### src/hw/rtl/ttps_ram.sv
// ----------------------------------------------------------------------------
// ttps_ram
// Generic simple dual-port RAM: one write port, one read port with a
// registered read that holds its data while no read is issued.
// ----------------------------------------------------------------------------
`default_nettype none

module ttps_ram #(
  parameter int WIDTH = 8,
  parameter int DEPTH = 2
) (
  input  wire logic                     clk,
  input  wire logic                     wr_en,
  input  wire logic [$clog2(DEPTH)-1:0] wr_addr,
  input  wire logic [WIDTH-1:0]         wr_data,
  input  wire logic                     rd_en,
  input  wire logic [$clog2(DEPTH)-1:0] rd_addr,
  output logic      [WIDTH-1:0]         rd_data
);

  logic [WIDTH-1:0] mem [DEPTH];

  // Write port
  always_ff @(posedge clk) begin
    if (wr_en) begin
      mem[wr_addr] <= wr_data;
    end
  end

  // Registered read port
  always_ff @(posedge clk) begin
    if (rd_en) begin
      rd_data <= mem[rd_addr];
    end
  end

endmodule

`default_nettype wire

### config.mk
export PLATFORM = sky130hd
export DESIGN_NAME = ttps_ram
export DESIGN_NICKNAME = d
export VERILOG_FILES = /design/src/hw/rtl/ttps_ram.sv
export SDC_FILE = /design/constraint.sdc
export NUM_CORES = 1
export LEC_CHECK = 0
export ABC_AREA = 1
export BUFFER_PORTS_ARGS = -buffer_cell sky130_fd_sc_hd__buf_2
export CAP_MARGIN = 10
export CORE_MARGIN = 2
export CORE_UTILIZATION = 49
export DETAILED_ROUTE_END_ITERATION = 12
export GPL_TIMING_DRIVEN = 0
export PLACE_DENSITY = 0.84
export SYNTH_ARGS = -nofsm -noshare
export SYNTH_HDL_FRONTEND = slang
export SYNTH_SLANG_ARGS = --single-unit
export TNS_END_PERCENT = 100
### constraint.sdc
create_clock -name clk -period 1 [get_ports clk]
set_input_delay 0.15 -clock clk [delete_from_list [all_inputs] [get_ports clk]]
set_output_delay 0.15 -clock clk [all_outputs]
set_load 0.01 [all_outputs]
; Yosys cells after proc, flatten, opt, wreduce, memory -nomap -nowiden
; Memory sizes are Yosys's and may differ from the RTL's. A register that Yosys moved wholly into a read port is not among the register bits.
; Cells that the tools add are included.
[word_totals]
mem_count = 1
ram_bits = 16
in_bits = 13
out_inout_bits = 8
reg_bits = 0
word_cells = 3
[memory_table]
columns = name, depth, word_bits, read_ports, rd_clocked_by_memory_dff, wr, line
row1 = mem, 2, 8, 1, 1, 1, 21  ; logic [WIDTH-1:0] mem [DEPTH];
[classes]
muxes = 2
[ops]
columns = cell, count
row1 = two-way mux 1 bit, 2

; Longest topological paths before layout
[depth]
depth_word = 2
mapped_depth = 4
depth_no_buf = 3

; Least setup slack after synthesis
; Ideal clock, no wire load.
[synth_timing]
path_kind = in2reg
start = input port wr_en
end = memory mem[0][0] (enable)
slack_ns = 0.090
n_path_buf = 0
cell_stages = 2
arrival_ns = 0.539
path_cell_list = inv_1 -> nor2_1
[synth_via]
elab_chain_len = 2
[synth_lines]
columns = element, line
row1 = start: declaration, 13  ; input wire logic wr_en,
row2 = two-way mux 1 bit, 25  ; if (wr_en) begin
row3 = two-way mux 1 bit (implied by the code), 26  ; mem[wr_addr] <= wr_data;
row4 = end: declaration, 21
; Every way passes these cells.

; Worst setup path after layout
[layout_timing]
start = register rd_data[4], read port of mem
end = output port rd_data[4]
[layout_lines]
columns = element, line
row1 = start: declaration, 18  ; output logic [WIDTH-1:0] rd_data
; No word-level cell between the ends.

==> results.py <==
metrics = {
    "outcome": {
        "status": "finished clean",
    },
    "timing": {
        "rsz0062_at_grt": "yes",
        "period_needed_ps": 977,
        "setup_tns_ps": 0,
        "tightest_slew_ps": 633,
        "fin_skew_ps": 7.98,
        "slew_viol_final": 0,
        "period_share_pct": 97.7,
        "finalSetupViolations": 0,
        "fmax_mhz": 1020,
        "slew_headroom_pct": 57.6,
        "fin_hold_ws_ps": 20.1,
        "finalHoldViolCount": 0,
        "setup_ws_ps": 22.5,
    },
    "clock_network": {
        "cts_resized": 0,
        "cts.htree.levels": 1,
        "cts_tree": "done",
        "cts-root-buf": "clkbuf_4",
        "clk_pin_slew_worst_paths_ps": 120,
        "clock_sink_count": 24,
        "clockBufferDepth": 2,
        "hold_buffers": 0,
        "clock_latency_ps": 310,
        "cts_buffers": 3,
        "cts_setup_buffers": 0,
    },
    "floorplanning": {
        "num_io_pins": 21,
        "core-area_um2": 1560,
        "fp.dieH_um": 45.4,
        "initial_utilization_pct": 53.9,
        "die_w_um": 45.4,
        "rows": 14,
        "die_area_um2": 2060,
    },
    "pwr": {
        "p_sw_share_pct": 20.0,
        "internal_power_mw": 1.38,
        "net-switching-power_mw": 0.343,
        "p_clk_share_pct": 23.0,
        "power_mw": 1.72,
        "combPwrFrac_pct": 7.0,
        "leakage_nw": 0.417,
        "peakVddDrop_mv": 1.20,
        "seqPwrFrac_pct": 69.9,
        "power_density_nw_per_um2": 1760,
    },
    "routing": {
        "vias": 458,
        "wire_per_inst_um": 11.8,
        "drc": 0,
        "vias_per_cell": 4.98,
        "drtIter0Drc": 10,
        "postRouteAntennaNets": 0,
        "dr.pass1.iters": 4,
        "drt-total-wl_mm": 1.09,
    },
    "layout": {
        "drive_gt1_share_pct": 31.6,
        "area_delta_synth_final_pct": 16.4,
        "final_area_um2": 978,
        "utilization_pct": 62.8,
        "n_antenna_cell": 0,
        "layout.nets": 91,
        "finalNonFillerCells": 92,
        "fillCellCount": 123,
    },
    "yosys": {
        "yosys_warnings": 0,
        "synth_cells": 54,
        "ys_seq_area_share_pct": 85.7,
        "synth_top_area_share_pct": 85.7,
        "yosys_register_bits": 24,
        "synth_area_um2": 841,
        "syn_avg_cell_area_um2": 15.6,
        "synth_top_area_cell": "edfxtp_1",
        "synth_edf_count": 24,
        "synth_fp_nets": 67,
        "synth_cell_types": 6,
        "ys_top_cells_by_area": "edfxtp_1 86%, nand2_1 11%, buf_6 1.3%, inv_1 0.89%, inv_2 0.45%",
        "ys.flop_type": "edfxtp_1",
        "synth.most_common_cell": "nand2_1",
        "async_flop_share_pct": 0,
        "ys_top_cells_by_count": "25 x nand2_1, 24 x edfxtp_1, 2 x inv_1",
    },
    "placement": {
        "placedInstanceArea_um2": 956,
        "dp_slack_ps": -139,
        "io_buffers": 19,
        "gp_congestion": 0.626,
        "dpl.hpwl_um": 818,
        "placed_cells": 89,
    },
    "worst_setup_path": {
        "critPathTopFamily": "flip-flops",
        "worstSetupPathType": "reg2out",
        "path_max_fanout": 1,
        "critical_path.endpoint_type": "output pin",
        "cp.required_ps": 850,
        "crit_chain": "buf_2",
        "cp-start-kind": "register",
        "crit_slowest_cell": "edfxtp_1",
        "slowest_delay_ps": 370,
        "path_buf_inv": 1,
        "worstPathArrival_ps": 830,
    },
    "min_path": {
        "hold_path_class": "in2reg",
    },
    "global_routing": {
        "grt_start_max_net_pins": 13,
        "first_global_vias": 426,
        "gr-total-overflow": 0,
        "track_usage_pct": 12.9,
        "antenna_found_initial": 0,
        "grt_pass1_wl_mm": 1.68,
    },
    "flow_run": {
        "max_cap_violations": 0,
    },
}
==> logic make-up (layout without fill, tap and decap cells) <==
family / Yosys count / in the layout / share of synthesized area, %
and+or+nand+nor: 26 / 26 / 11.6
DFF: 24 / 24 / 85.7
buffers and inverters: 4 / 26 / 2.68
==> registers in the layout, summed over array words and instances, names as in the netlist <==
signal / cells
mem: 16
rd_data: 8
==> layout make-up <==
type                            count  area [um2]  area share, %
Inverter                            3        11.3           1.15
Timing Repair Buffer               19        95.1           9.72
Buffer                              1        11.3           1.15
Multi-Input combinational cell     26        97.6           9.97
Sequential cell                    24         721           73.7
Clock buffer                        3        22.5           2.30
Tap cell                           16        20.0           2.05
==> worst register-to-register path: stages, from the launching register on <==
cell      delay, ps
edfxtp_1        400
nand2_1          80
nand2_1          50
==> power groups by stage <==
stage / Combinational, mW / Clock [mW] / Sequential, mW
CTS: 0.122 / 0.410 / 1.20
global placement: 0.115 / 0 / 1.22
finish: 0.121 / 0.396 / 1.20
detailed placement: 0.122 / 0 / 1.23
global route: 0.135 / 0.451 / 1.21
floorplan: 0.0463 / 0 / 1.24
==> placed cells by master (no fill, tap or decap) <==
cell type  instances
buf_2             19
buf_6              1
clkbuf_4           3
edfxtp_1          24
inv_1              2
inv_2              1
nand2_1           25
nor2_1             1
==> final timing paths <==
check | startpoint | to | slack (ps) | cells past startpoint
max | rd_data[4] | rd_data[4] | 20 | 1
max reg2reg | mem[0][2] | rd_data[2] | 240 | 2
min reg2reg | mem[0][7] | rd_data[7] | 520 | 2
min | wr_data[6] | mem[1][6] | 20 | 1
==> metal layers <==
layer	GRT usage [%]	routed length, um	vias to the layer above
met2	23.1	554	19
met1	10.5	416	207
met4	14.1	53	0
li1	-	-	227
met3	2.78	63	5
met5	0	0	-
Power figures use the tool's default switching activity.
