$ cat src/hw/rtl/ttps_pkg.sv
// ----------------------------------------------------------------------------
// ttps_pkg
// Shared types and constants of the transposition table probe store: field
// widths, stream packing offsets, command and bound kind codes, the table
// entry layout and the controller states.
// ----------------------------------------------------------------------------
`default_nettype none

package ttps_pkg;

  // Field widths
  localparam int KEY_W   = 64;
  localparam int SCORE_W = 16;
  localparam int DEPTH_W = 6;
  localparam int CMD_W   = 2;
  localparam int KIND_W  = 2;

  // Default table size
  localparam int TABLE_ENTRIES = 1024;

  // Key bits folded into the index remainder per cycle
  localparam int BITS_PER_CYCLE = 8;

  // Input tdata layout, lowest bit first
  localparam int KEY_LSB   = 0;
  localparam int ALPHA_LSB = KEY_LSB + KEY_W;
  localparam int BETA_LSB  = ALPHA_LSB + SCORE_W;
  localparam int DEPTH_LSB = BETA_LSB + SCORE_W;
  localparam int SCORE_LSB = DEPTH_LSB + DEPTH_W;
  localparam int IN_USED_W = SCORE_LSB + SCORE_W;
  localparam int IN_TDATA_W = ((IN_USED_W + 7) / 8) * 8;

  // Input tuser layout, lowest bit first
  localparam int CMD_LSB    = 0;
  localparam int KIND_LSB   = CMD_LSB + CMD_W;
  localparam int IN_TUSER_W = KIND_LSB + KIND_W;

  // Output channel
  localparam int OUT_TDATA_W = SCORE_W;

  // Command codes
  localparam logic [CMD_W-1:0] CMD_PROBE = 2'd0;
  localparam logic [CMD_W-1:0] CMD_STORE = 2'd1;
  localparam logic [CMD_W-1:0] CMD_CLEAR = 2'd2;

  // Bound kind codes
  localparam logic [KIND_W-1:0] KIND_EXACT = 2'd0;
  localparam logic [KIND_W-1:0] KIND_UPPER = 2'd1;
  localparam logic [KIND_W-1:0] KIND_LOWER = 2'd2;

  // One table entry
  typedef struct packed {
    logic [KEY_W-1:0]          key;
    logic signed [SCORE_W-1:0] score;
    logic [DEPTH_W-1:0]        depth;
    logic [KIND_W-1:0]         kind;
  } entry_t;

  localparam int ENTRY_W = $bits(entry_t);

  // Controller states
  typedef enum logic [1:0] {
    ST_CLEAR,
    ST_IDLE,
    ST_INDEX,
    ST_DECIDE
  } state_t;

endpackage

`default_nettype wire

$ cat src/hw/rtl/ttps_index.sv
// ----------------------------------------------------------------------------
// ttps_index
// Table index unit: reduces the 64-bit key modulo the table size. A power of
// two size takes the low key bits into a register; any other size runs a
// restoring remainder over the key, several key bits per cycle.
// ----------------------------------------------------------------------------
`default_nettype none

module ttps_index #(
  parameter int TABLE_ENTRIES = ttps_pkg::TABLE_ENTRIES
) (
  input  wire logic                             clk,
  input  wire logic                             rst_n,
  input  wire logic                             start,
  input  wire logic [ttps_pkg::KEY_W-1:0]       key,
  output logic                                  done,
  output logic [$clog2(TABLE_ENTRIES)-1:0]      index
);

  localparam int  IW   = $clog2(TABLE_ENTRIES);
  localparam bit  POW2 = (TABLE_ENTRIES & (TABLE_ENTRIES - 1)) == 0;

  generate
    if (POW2) begin : g_pow2
      logic          done_r;
      logic [IW-1:0] index_r;

      // Flag the index in the cycle after start
      always_ff @(posedge clk) begin
        if (!rst_n) begin
          done_r <= 1'b0;
        end else begin
          done_r <= start;
        end
      end

      // Take the low key bits
      always_ff @(posedge clk) begin
        if (start) begin
          index_r <= key[IW-1:0];
        end
      end

      assign done  = done_r;
      assign index = index_r;
    end else begin : g_mod
      localparam int STEP_CYCLES = ttps_pkg::KEY_W / ttps_pkg::BITS_PER_CYCLE;
      localparam int CNT_W       = (STEP_CYCLES > 1) ? $clog2(STEP_CYCLES) : 1;
      localparam logic [CNT_W-1:0] CNT_LAST = CNT_W'(STEP_CYCLES - 1);
      localparam logic [IW:0]      N_EXT    = (IW + 1)'(TABLE_ENTRIES);

      logic                         busy_r;
      logic                         done_r;
      logic [CNT_W-1:0]             cnt_r;
      logic [IW-1:0]                rem_r;
      logic [IW-1:0]                rem_nxt;
      logic [ttps_pkg::KEY_W-1:0]   key_sh_r;
      logic [ttps_pkg::KEY_W-1:0]   key_sh_nxt;

      // Fold the next key bits into the remainder, most significant first
      always_comb begin
        logic [IW:0]                t;
        logic [IW-1:0]              rem_v;
        logic [ttps_pkg::KEY_W-1:0] sh_v;
        rem_v = rem_r;
        sh_v  = key_sh_r;
        for (int i = 0; i < ttps_pkg::BITS_PER_CYCLE; i++) begin
          t    = {rem_v, sh_v[ttps_pkg::KEY_W-1]};
          sh_v = sh_v << 1;
          if (t >= N_EXT) begin
            t = t - N_EXT;
          end
          rem_v = t[IW-1:0];
        end
        rem_nxt    = rem_v;
        key_sh_nxt = sh_v;
      end

      // Sequence the reduction
      always_ff @(posedge clk) begin
        if (!rst_n) begin
          busy_r <= 1'b0;
          done_r <= 1'b0;
          cnt_r  <= '0;
        end else begin
          done_r <= 1'b0;
          if (start) begin
            busy_r <= 1'b1;
            cnt_r  <= CNT_LAST;
          end else if (busy_r) begin
            if (cnt_r == '0) begin
              busy_r <= 1'b0;
              done_r <= 1'b1;
            end else begin
              cnt_r <= cnt_r - 1'b1;
            end
          end
        end
      end

      // Hold the remainder and the key being shifted out
      always_ff @(posedge clk) begin
        if (start) begin
          rem_r    <= '0;
          key_sh_r <= key;
        end else if (busy_r) begin
          rem_r    <= rem_nxt;
          key_sh_r <= key_sh_nxt;
        end
      end

      assign done  = done_r;
      assign index = rem_r;
    end
  endgenerate

endmodule

`default_nettype wire

$ cat config.mk
export PLATFORM = sky130hd
export DESIGN_NAME = ttps_index
export DESIGN_NICKNAME = d
export VERILOG_FILES = /design/src/hw/rtl/ttps_pkg.sv /design/src/hw/rtl/ttps_index.sv
export SDC_FILE = /design/constraint.sdc
export NUM_CORES = 1
export LEC_CHECK = 0
export ABC_AREA = 0
export ABC_CLOCK_PERIOD_IN_PS = 1400
export BUFFER_PORTS_ARGS = -buffer_cell sky130_fd_sc_hd__buf_2
export CAP_MARGIN = 10
export CORE_AREA = 2 2 42 44
export DETAILED_ROUTE_END_ITERATION = 8
export DIE_AREA = 0 0 44 46
export GPL_ROUTABILITY_DRIVEN = 0
export PLACE_DENSITY = 0.75
export SLEW_MARGIN = 20
export SYNTH_ARGS = -nofsm -noshare
export SYNTH_HDL_FRONTEND = slang
export SYNTH_SLANG_ARGS = --single-unit
$ cat constraint.sdc
create_clock -name clk -period 1.4 [get_ports clk]
set_clock_uncertainty 0.1 [all_clocks]
set_input_delay 0.14 -clock clk [delete_from_list [all_inputs] [get_ports clk]]
set_output_delay 0.14 -clock clk [all_outputs]
set_load 0.01 [all_outputs]
; Word level (Yosys, flattened, before mapping)
; Index checks and enable logic that the tools add are counted.
[totals]
register_bits = 11
in_bits = 67
out_inout_bits = 11
wordCells = 2

; Longest topological paths before layout
; Gate-level depths: netlist (run 1).
[depth]
depth_word = 0
ltp_mapped = 1
mapped_depth_nobuf = 1

; Worst setup path before layout (run 1)
; No wires, ideal clock.
[synth_path]
kind = flip-flop to output port
start = reg g_pow2.index_r[0] (netlist: index[0])
end = out index[0]
arrival_ps = 394
t_required_ps = 1160
path_slack_ps = 766
path_stages_with_launch = 1
n_path_buf = 0
path_cell_list = edfxtp_1
[synth_rtl]
columns = element, line_no
row1 = from (decl), ttps_index.sv:26  ; logic [IW-1:0] index_r;
row2 = from (signal assigned), ttps_index.sv:40  ; index_r <= key[IW-1:0];
row3 = to (decl), ttps_index.sv:17  ; output logic [$clog2(TABLE_ENTRIES)-1:0] index
; No word-level cell between the ends.

; Worst setup path in the final report (run 1)
[layout_path]
start = reg g_pow2.index_r[8] (netlist: index[8])
end = out index[8]
; No word-level cell between the ends.

==> flow_metrics.tcl, run 1 <==
set metrics [dict create \
    finalHoldViolCount 0 \
    clk_pin_slew_ns 0.07 \
    slew_headroom 0.8484 \
    numPortBuffers 23 \
    overflow 0 \
    cp_max_fo 1 \
    p_clk_frac 0.303 \
    avgSynthCellArea_um2 27.21 \
    synth_cell_types 3 \
    wl_per_cell_um 11.48 \
    dieHeight_um 46 \
    final_cell_mix "buf_2 (23), dlygate4sd3_1 (11), edfxtp_1 (10)" \
    netlist.area_leader.share 0.9195 \
    setup_viol 0 \
    postLayoutCoreUtil 0.3713 \
    min_period_over_period 0.7385 \
    p_sw_uw 138.5 \
    start_kind "register" \
    dieArea_mm2 0.002024 \
    antenna_found_initial 0 \
    post_cts_resized 0 \
    syn_area_um2 326.6 \
    ys_seq_area_frac 0.9808 \
    grt_pass1_wl_um 1097 \
    final_common_cell "buf_2" \
    fin_ws_ns 0.3661 \
    post_cts_buffers 0 \
    drv_cap 0 \
    critPathRequiredTime_ns 1.16 \
    synth_fp_nets 79 \
    ioPinCount 78 \
    ant_nets 0 \
    grt_usage 0.08725 \
    yosysWarnings 0 \
    max-clock-path-buffers 2 \
    core_mm2 0.001614 \
    leakagePower_nw 0.2611 \
    worst-path-buf-inv 1 \
    crit_chain "buf_2" \
    ir_worst_vdd_mv 0.4773 \
    drive_gt1_frac 0.5200 \
    synthTopCellsByArea "edfxtp_1 (92%), dfxtp_1 (6.1%), and2_1 (1.9%)" \
    p_int_uw 543.6 \
    min-delay-path-class "in2reg" \
    slowest_stage "edfxtp_1" \
    rsz0062_at_grt "no" \
    drv_slew 0 \
    clock_sinks 11 \
    pre_cts_ws_ns 0.6112 \
    dr.first_iter.drc_count 0 \
    clockRootBuffer "clkbuf_4" \
    ys_ff_latch 11 \
    via_per_inst 3.731 \
    fmax_mhz 967.2 \
    cts_tree "built" \
    period_minus_slack_ns 1.034 \
    drt_drc_violations_left 0 \
    dpl.cell_count 52 \
    die_x_um 44 \
    grt_pass1_vias 266 \
    h-tree-depth 1 \
    swShare 0.2031 \
    vias 250 \
    start_util 0.2023 \
    rows 15 \
    diodes 0 \
    cts-buffers-inserted 3 \
    grt_max_degree 12 \
    nets 118 \
    totalWireLength_um 769 \
    tightestPinTransition_ns 0.2274 \
    run_status "finished, final reports clean" \
    power_frac_seq 0.576 \
    cp_top_family "flip-flops" \
    crit_type "reg2out" \
    worstPathArrival_ns 0.79 \
    endpoint_kind "primary output" \
    pwr-share-comb 0.121 \
    layoutNonFillerInstCount 67 \
    power_density_mw_per_mm2 1138 \
    area_growth_pct 83.53 \
    firstDrtPassIters 1 \
    syn_inst 12 \
    worst_path_largest_cell_delay_ns 0.38 \
    setup_tns_ns 0 \
    synth_area_leader_cell "edfxtp_1" \
]
## sequential cells by signal (all words and copies together) (netlist names)
| name | cells |
|---|---|
| index | 10 |
| done | 1 |
## repair_timing
action                                  CTS  global route
endpoints found under the setup margin    0             0
endpoints found under the hold margin    11             0
hold buffers                             11             0
## kinds of logic after synthesis
logic type,synth area share
flops,0.9809
simple gates,0.01917
## Yosys cell counts (all sizes together)
cell type	number
and2	1
dfxtp	1
edfxtp	10
## per-layer routing
layer  vias up  share of wire  wire [um]  GRT usage
met5         -              0          0          0
met4         0          0.038         29     0.1091
met3         4           0.15        117    0.03175
met2        26           0.34        264     0.1118
met1        99           0.46        357     0.1000
li1        121              -          -          -
## stage by stage
stage	cell area (um^2)	hold slack [ns]	power, mW
2_1_floorplan	326.6	0.1389	0.4144
3_3_place_gp	462.9	0.2186	0.4591
3_5_place_dp	462.9	0.2190	0.4609
4_1_cts	599.3	0.1409	0.6923
5_1_grt	599.3	0.1427	0.7190
6_report	599.3	0.1484	0.6821
## power groups by stage
stage | Clock (mW) | Combinational (mW) | Sequential [mW]
5_1_grt | 0.233 | 0.0897 | 0.396
3_3_place_gp | 0 | 0.0593 | 0.400
3_5_place_dp | 0 | 0.0598 | 0.401
6_report | 0.207 | 0.0825 | 0.393
4_1_cts | 0.216 | 0.0829 | 0.394
2_1_floorplan | 0 | 0.000916 | 0.413
## final timing paths
path / from / endpoint / slack (ns) / cells past startpoint
min: start / index[7] / 0.15 / 1
max: index[8] / index[8] / 0.37 / 1
## area by class of cell
type	instances	area [um^2]
clock buffer	4	26.28
sequential	11	320.3
tap	17	21.27
timing repair buffer	34	225.2
fill	153	1015
multi-input combinational	1	6.256
(Power assumes the default switching activity.)
==> run 2, diff against run 1 <==
--- a/config.mk
+++ b/config.mk
@@ -6,14 +6,14 @@
 export NUM_CORES = 1
 export LEC_CHECK = 0
 export ABC_AREA = 0
-export ABC_CLOCK_PERIOD_IN_PS = 1400
+export ABC_CLOCK_PERIOD_IN_PS = 1100
 export BUFFER_PORTS_ARGS = -buffer_cell sky130_fd_sc_hd__buf_2
 export CAP_MARGIN = 10
-export CORE_AREA = 2 2 42 44
+export CORE_AREA = 2 2 43 45
 export DETAILED_ROUTE_END_ITERATION = 8
-export DIE_AREA = 0 0 44 46
+export DIE_AREA = 0 0 45 47
 export GPL_ROUTABILITY_DRIVEN = 0
-export PLACE_DENSITY = 0.75
+export PLACE_DENSITY = 0.72
 export SLEW_MARGIN = 20
 export SYNTH_ARGS = -nofsm -noshare
 export SYNTH_HDL_FRONTEND = slang
==> constraint.sdc (replaced) <==
create_clock -name clk -period 1.1 [get_ports clk]
set_clock_uncertainty 0.1 [all_clocks]
set_input_delay 0.11 -clock clk [delete_from_list [all_inputs] [get_ports clk]]
set_output_delay 0.11 -clock clk [all_outputs]
set_load 0.01 [all_outputs]
==> run 2 against run 1 <==
Via count grew 2.8%. Critical path type unchanged. First-iteration DRC count up 5. Global-route usage fell by 0.53 points. Hold slack lost 0.034 ns.
==> flow_metrics.tcl, run 2 (same netlist as run 1, synthesis figures left out) <==
set metrics [dict create \
    setup_tns_ns 0 \
    core_mm2 0.001652 \
    die_x_um 45 \
    cts_hold_buffers 11 \
    clk_pin_slew_ns 0.07 \
    crit_type "reg2out" \
    setup_viol 0 \
    cp_max_fo 1 \
    crit_chain "buf_2" \
    dpl.cell_count 52 \
    cts_tree "built" \
    drt_drc_violations_left 0 \
    whs_ns 0.1145 \
    num-fill-cells 174 \
    start_kind "register" \
    drive_gt1_frac 0.5400 \
    min_period_over_period 0.9068 \
    power_density_mw_per_mm2 1441 \
    cp_top_family "flip-flops" \
    fin_total_pwr_uw 865.3 \
    drv_cap 0 \
    ant_nets 0 \
    overflow 0 \
    worst_path_largest_cell_delay_ns 0.38 \
    numPortBuffers 23 \
    grt_pass1_vias 268 \
    final_cell_mix "buf_2 (23), dlygate4sd3_1 (11), edfxtp_1 (10)" \
    layoutNonFillerInstCount 67 \
    grt_pass1_wl_um 1090 \
    rsz0062_at_grt "no" \
    start_util 0.1977 \
    post_cts_resized 0 \
    ir_worst_vdd_mv 0.6597 \
    antenna_found_initial 0 \
    clock_sinks 11 \
    nets 118 \
    dr.first_iter.drc_count 5 \
    diodes 0 \
    max-clock-path-buffers 2 \
    ioPinCount 78 \
    tightestPinTransition_ns 0.2264 \
    critPathRequiredTime_ns 0.89 \
    rows 15 \
    firstDrtPassIters 3 \
    worst-path-buf-inv 1 \
    final_common_cell "buf_2" \
    grt_max_degree 12 \
    dieHeight_um 47 \
    vias 257 \
    h-tree-depth 1 \
    endpoint_kind "primary output" \
    area_growth_pct 83.91 \
    totalWireLength_um 779 \
    dieArea_mm2 0.002115 \
    slew_headroom 0.8491 \
    period_minus_slack_ns 0.9975 \
    leakagePower_nw 0.2638 \
    slowest_stage "edfxtp_1" \
    post_cts_buffers 0 \
    clockRootBuffer "clkbuf_4" \
    worstPathArrival_ns 0.79 \
    cts-buffers-inserted 3 \
    grt_usage 0.08198 \
    run_status "finished, final reports clean" \
    largest_register_ffs 10 \
    wl_per_cell_um 11.63 \
    finalHoldViolCount 0 \
    fmax_mhz 1003 \
    drv_slew 0 \
    min-delay-path-class "in2reg" \
    via_per_inst 3.836 \
]
[run 2: cell type report]
class	instances	area, um^2	share of cell area
clock buffers	3	22.52	0.03750
well taps	17	21.27	0.03542
clock inverters	1	5.005	0.008333
flip-flops and latches	11	320.3	0.5333
multi-input cells	1	6.256	0.01042
repair buffers	34	225.2	0.3750
[run 2: final timing paths]
check             slack (ns)  cells after the start      from  endpoint
setup / recovery        0.10                      1  index[1]  index[1]
hold / removal          0.11                      1     start  index[3]
[run 2: power by group]
| group | internal, mW | switching [mW] |
|---|---|---|
| clock | 0.134 | 0.126 |
| combinational | 0.0610 | 0.0454 |
| sequential | 0.491 | 0.00808 |
| total | 0.686 | 0.179 |
[run 2: metal layers]
| metal | share of wire | GRT usage | vias to the layer above |
|---|---|---|---|
| met4 | 0.0051 | 0.08824 | 0 |
| met3 | 0.19 | 0.04615 | 2 |
| met1 | 0.41 | 0.09223 | 109 |
| met2 | 0.40 | 0.1029 | 24 |
| li1 | - | - | 122 |
| met5 | 0 | 0 | - |
[run 2: per-stage QoR]
step / instance area (um^2) / utilization / worst slack (ns)
after floorplan: 326.6 / - / 0.4962
after global placement: 462.9 / 0.2803 / 0.3622
after detailed placement: 462.9 / 0.2803 / 0.3485
after CTS: 600.6 / 0.3636 / 0.07143
after global routing: 600.6 / 0.3636 / 0.05464
final: 600.6 / 0.3636 / 0.1025
==> run 3, diff against run 2 <==
--- a/config.mk
+++ b/config.mk
@@ -6,14 +6,15 @@
 export NUM_CORES = 1
 export LEC_CHECK = 0
 export ABC_AREA = 0
-export ABC_CLOCK_PERIOD_IN_PS = 1100
+export ABC_CLOCK_PERIOD_IN_PS = 1250
 export BUFFER_PORTS_ARGS = -buffer_cell sky130_fd_sc_hd__buf_2
 export CAP_MARGIN = 10
-export CORE_AREA = 2 2 43 45
+export CORE_AREA = 2 2 40 42
+export CTS_BUF_LIST = sky130_fd_sc_hd__clkbuf_8
 export DETAILED_ROUTE_END_ITERATION = 8
-export DIE_AREA = 0 0 45 47
+export DIE_AREA = 0 0 42 44
 export GPL_ROUTABILITY_DRIVEN = 0
-export PLACE_DENSITY = 0.72
+export PLACE_DENSITY = 0.82
 export SLEW_MARGIN = 20
 export SYNTH_ARGS = -nofsm -noshare
 export SYNTH_HDL_FRONTEND = slang
==> constraint.sdc (replaced) <==
create_clock -name clk -period 1.25 [get_ports clk]
set_clock_uncertainty 0.1 [all_clocks]
set_input_delay 0.125 -clock clk [delete_from_list [all_inputs] [get_ports clk]]
set_output_delay 0.125 -clock clk [all_outputs]
set_load 0.01 [all_outputs]
==> run 3 against run 2 <==
First-iteration DRC count shrank 100%. Hold slack better by 0.046 ns. Routed wire length shrank 3.6%. Sequential share of layout area is 1.4 points lower. Critical path depth is the same. Final cell count decreased by 1.5%. Sequential power shrank 12%. Critical endpoint is now index[0]. Core utilization up 7.1 points.
==> flow_metrics.tcl, run 3 (same netlist as run 1, synthesis figures left out) <==
set metrics [dict create \
    wl_per_cell_um 11.38 \
    power_frac_seq 0.509 \
    dr.first_iter.drc_count 0 \
    run_status "finished, final reports clean" \
    met2_length_um 290 \
    final_cell_mix "buf_2 (23), dlygate4sd3_1 (11), edfxtp_1 (10)" \
    min_period_over_period 0.7927 \
    crit_chain "buf_2" \
    pre_cts_ws_ns 0.4711 \
    h-tree-depth 1 \
    start_util 0.2302 \
    leakagePower_nw 0.2730 \
    cts-buffers-inserted 3 \
    clk_pin_slew_ns 0.05 \
    drv_cap 0 \
    slowest_stage "edfxtp_1" \
    slew_headroom 0.8532 \
    dieArea_mm2 0.001848 \
    ioPinCount 78 \
    p_clk_frac 0.383 \
    drt_drc_violations_left 0 \
    core_mm2 0.001419 \
    grt_usage 0.09406 \
    max-clock-path-buffers 2 \
    ir_worst_vdd_mv 0.5944 \
    pwr-share-comb 0.108 \
    postLayoutCoreUtil 0.4347 \
    p_int_uw 701.2 \
    final_common_cell "buf_2" \
    area_growth_pct 88.89 \
    min-delay-path-class "in2reg" \
    p_sw_uw 163.9 \
    rsz0062_at_grt "no" \
    drv_slew 0 \
    period_minus_slack_ns 0.9908 \
    diodes 0 \
    endpoint_kind "primary output" \
    grt_pass1_vias 274 \
    antenna_found_initial 0 \
    setup_tns_ns 0 \
    start_kind "register" \
    ant_nets 0 \
    worst-path-buf-inv 1 \
    cp_max_fo 1 \
    finalHoldViolCount 0 \
    via_per_inst 3.788 \
    dieHeight_um 44 \
    fmax_mhz 1009 \
    firstDrtPassIters 1 \
    vias 250 \
    swShare 0.1895 \
    num-fill-cells 128 \
    rows 14 \
    critPathRequiredTime_ns 1.02 \
    die_x_um 42 \
    fin_ws_ns 0.2592 \
    clockRootBuffer "clkbuf_8" \
    crit_type "reg2out" \
    grt_pass1_wl_um 1166 \
    clock_sinks 11 \
    power_density_mw_per_mm2 1403 \
    m1WireLength_um 383 \
    largest_register_ffs 10 \
    layoutNonFillerInstCount 66 \
    hold_depth 1 \
    setup_viol 0 \
    wl_met3_um 78 \
    worst_path_largest_cell_delay_ns 0.38 \
    grt_max_degree 12 \
    worstPathArrival_ns 0.77 \
    numPortBuffers 23 \
    cts_tree "built" \
    overflow 0 \
    totalWireLength_um 751 \
    cp_top_family "flip-flops" \
    nets 118 \
    drive_gt1_frac 0.5200 \
    dpl.cell_count 51 \
    hp-start "start" \
    tightestPinTransition_ns 0.2202 \
    highest_layer "met3" \
    hold_path_end "index[8]" \
]
==> run 3: timing repair <==
action / 4_1_cts / 5_1_grt
gates resized for setup: 0 / 0
hold buffers: 11 / 0
endpoints found under the hold margin: 11 / 0
setup buffers: 0 / 0
==> run 3: power by group through the flow <==
stage                     Sequential (mW)  Clock [mW]  Combinational, mW
final                               0.440       0.331             0.0936
after global routing                0.443       0.360              0.101
after CTS                           0.441       0.347             0.0944
after detailed placement            0.448           0             0.0688
after global placement              0.447           0             0.0663
after floorplan                     0.463           0            0.00103
==> run 3: stage by stage <==
step           total power [mW]  hold slack [ns]  cell area, um^2
2_1_floorplan            0.4641           0.1239            326.6
3_3_place_gp             0.5136           0.2032            461.7
3_5_place_dp             0.5165           0.2059            461.7
4_1_cts                  0.8820           0.1611            616.8
5_1_grt                  0.9041           0.1686            616.8
6_report                 0.8651           0.1605            616.8
==> run 3: layout make-up <==
class / count / area (um^2) / share of cell area
clock buffer: 3 / 41.29 / 0.06694
clock inverter: 1 / 3.754 / 0.006085
multi-input combinational: 1 / 6.256 / 0.01014
sequential: 11 / 320.3 / 0.5193
tap: 16 / 20.02 / 0.03245
timing repair buffer: 34 / 225.2 / 0.3651
==> run 3: worst max path at each step <==
| stage | from | end | cells past startpoint |
|---|---|---|---|
| finish | index[0] | index[0] | 1 |
| global route | index[0] | index[0] | 1 |
| CTS | index[0] | index[0] | 1 |
| detailed placement | start | index[6] | 1 |
| global placement | start | index[4] | 1 |
| floorplan | index[0] | index[0] | 0 |
==> run 3: metal layers <==
layer  up-vias  track usage
li1        122            -
met1       104       0.1141
met2        24       0.1250
met3         0      0.03333
met4         0      0.09677
met5         -            0
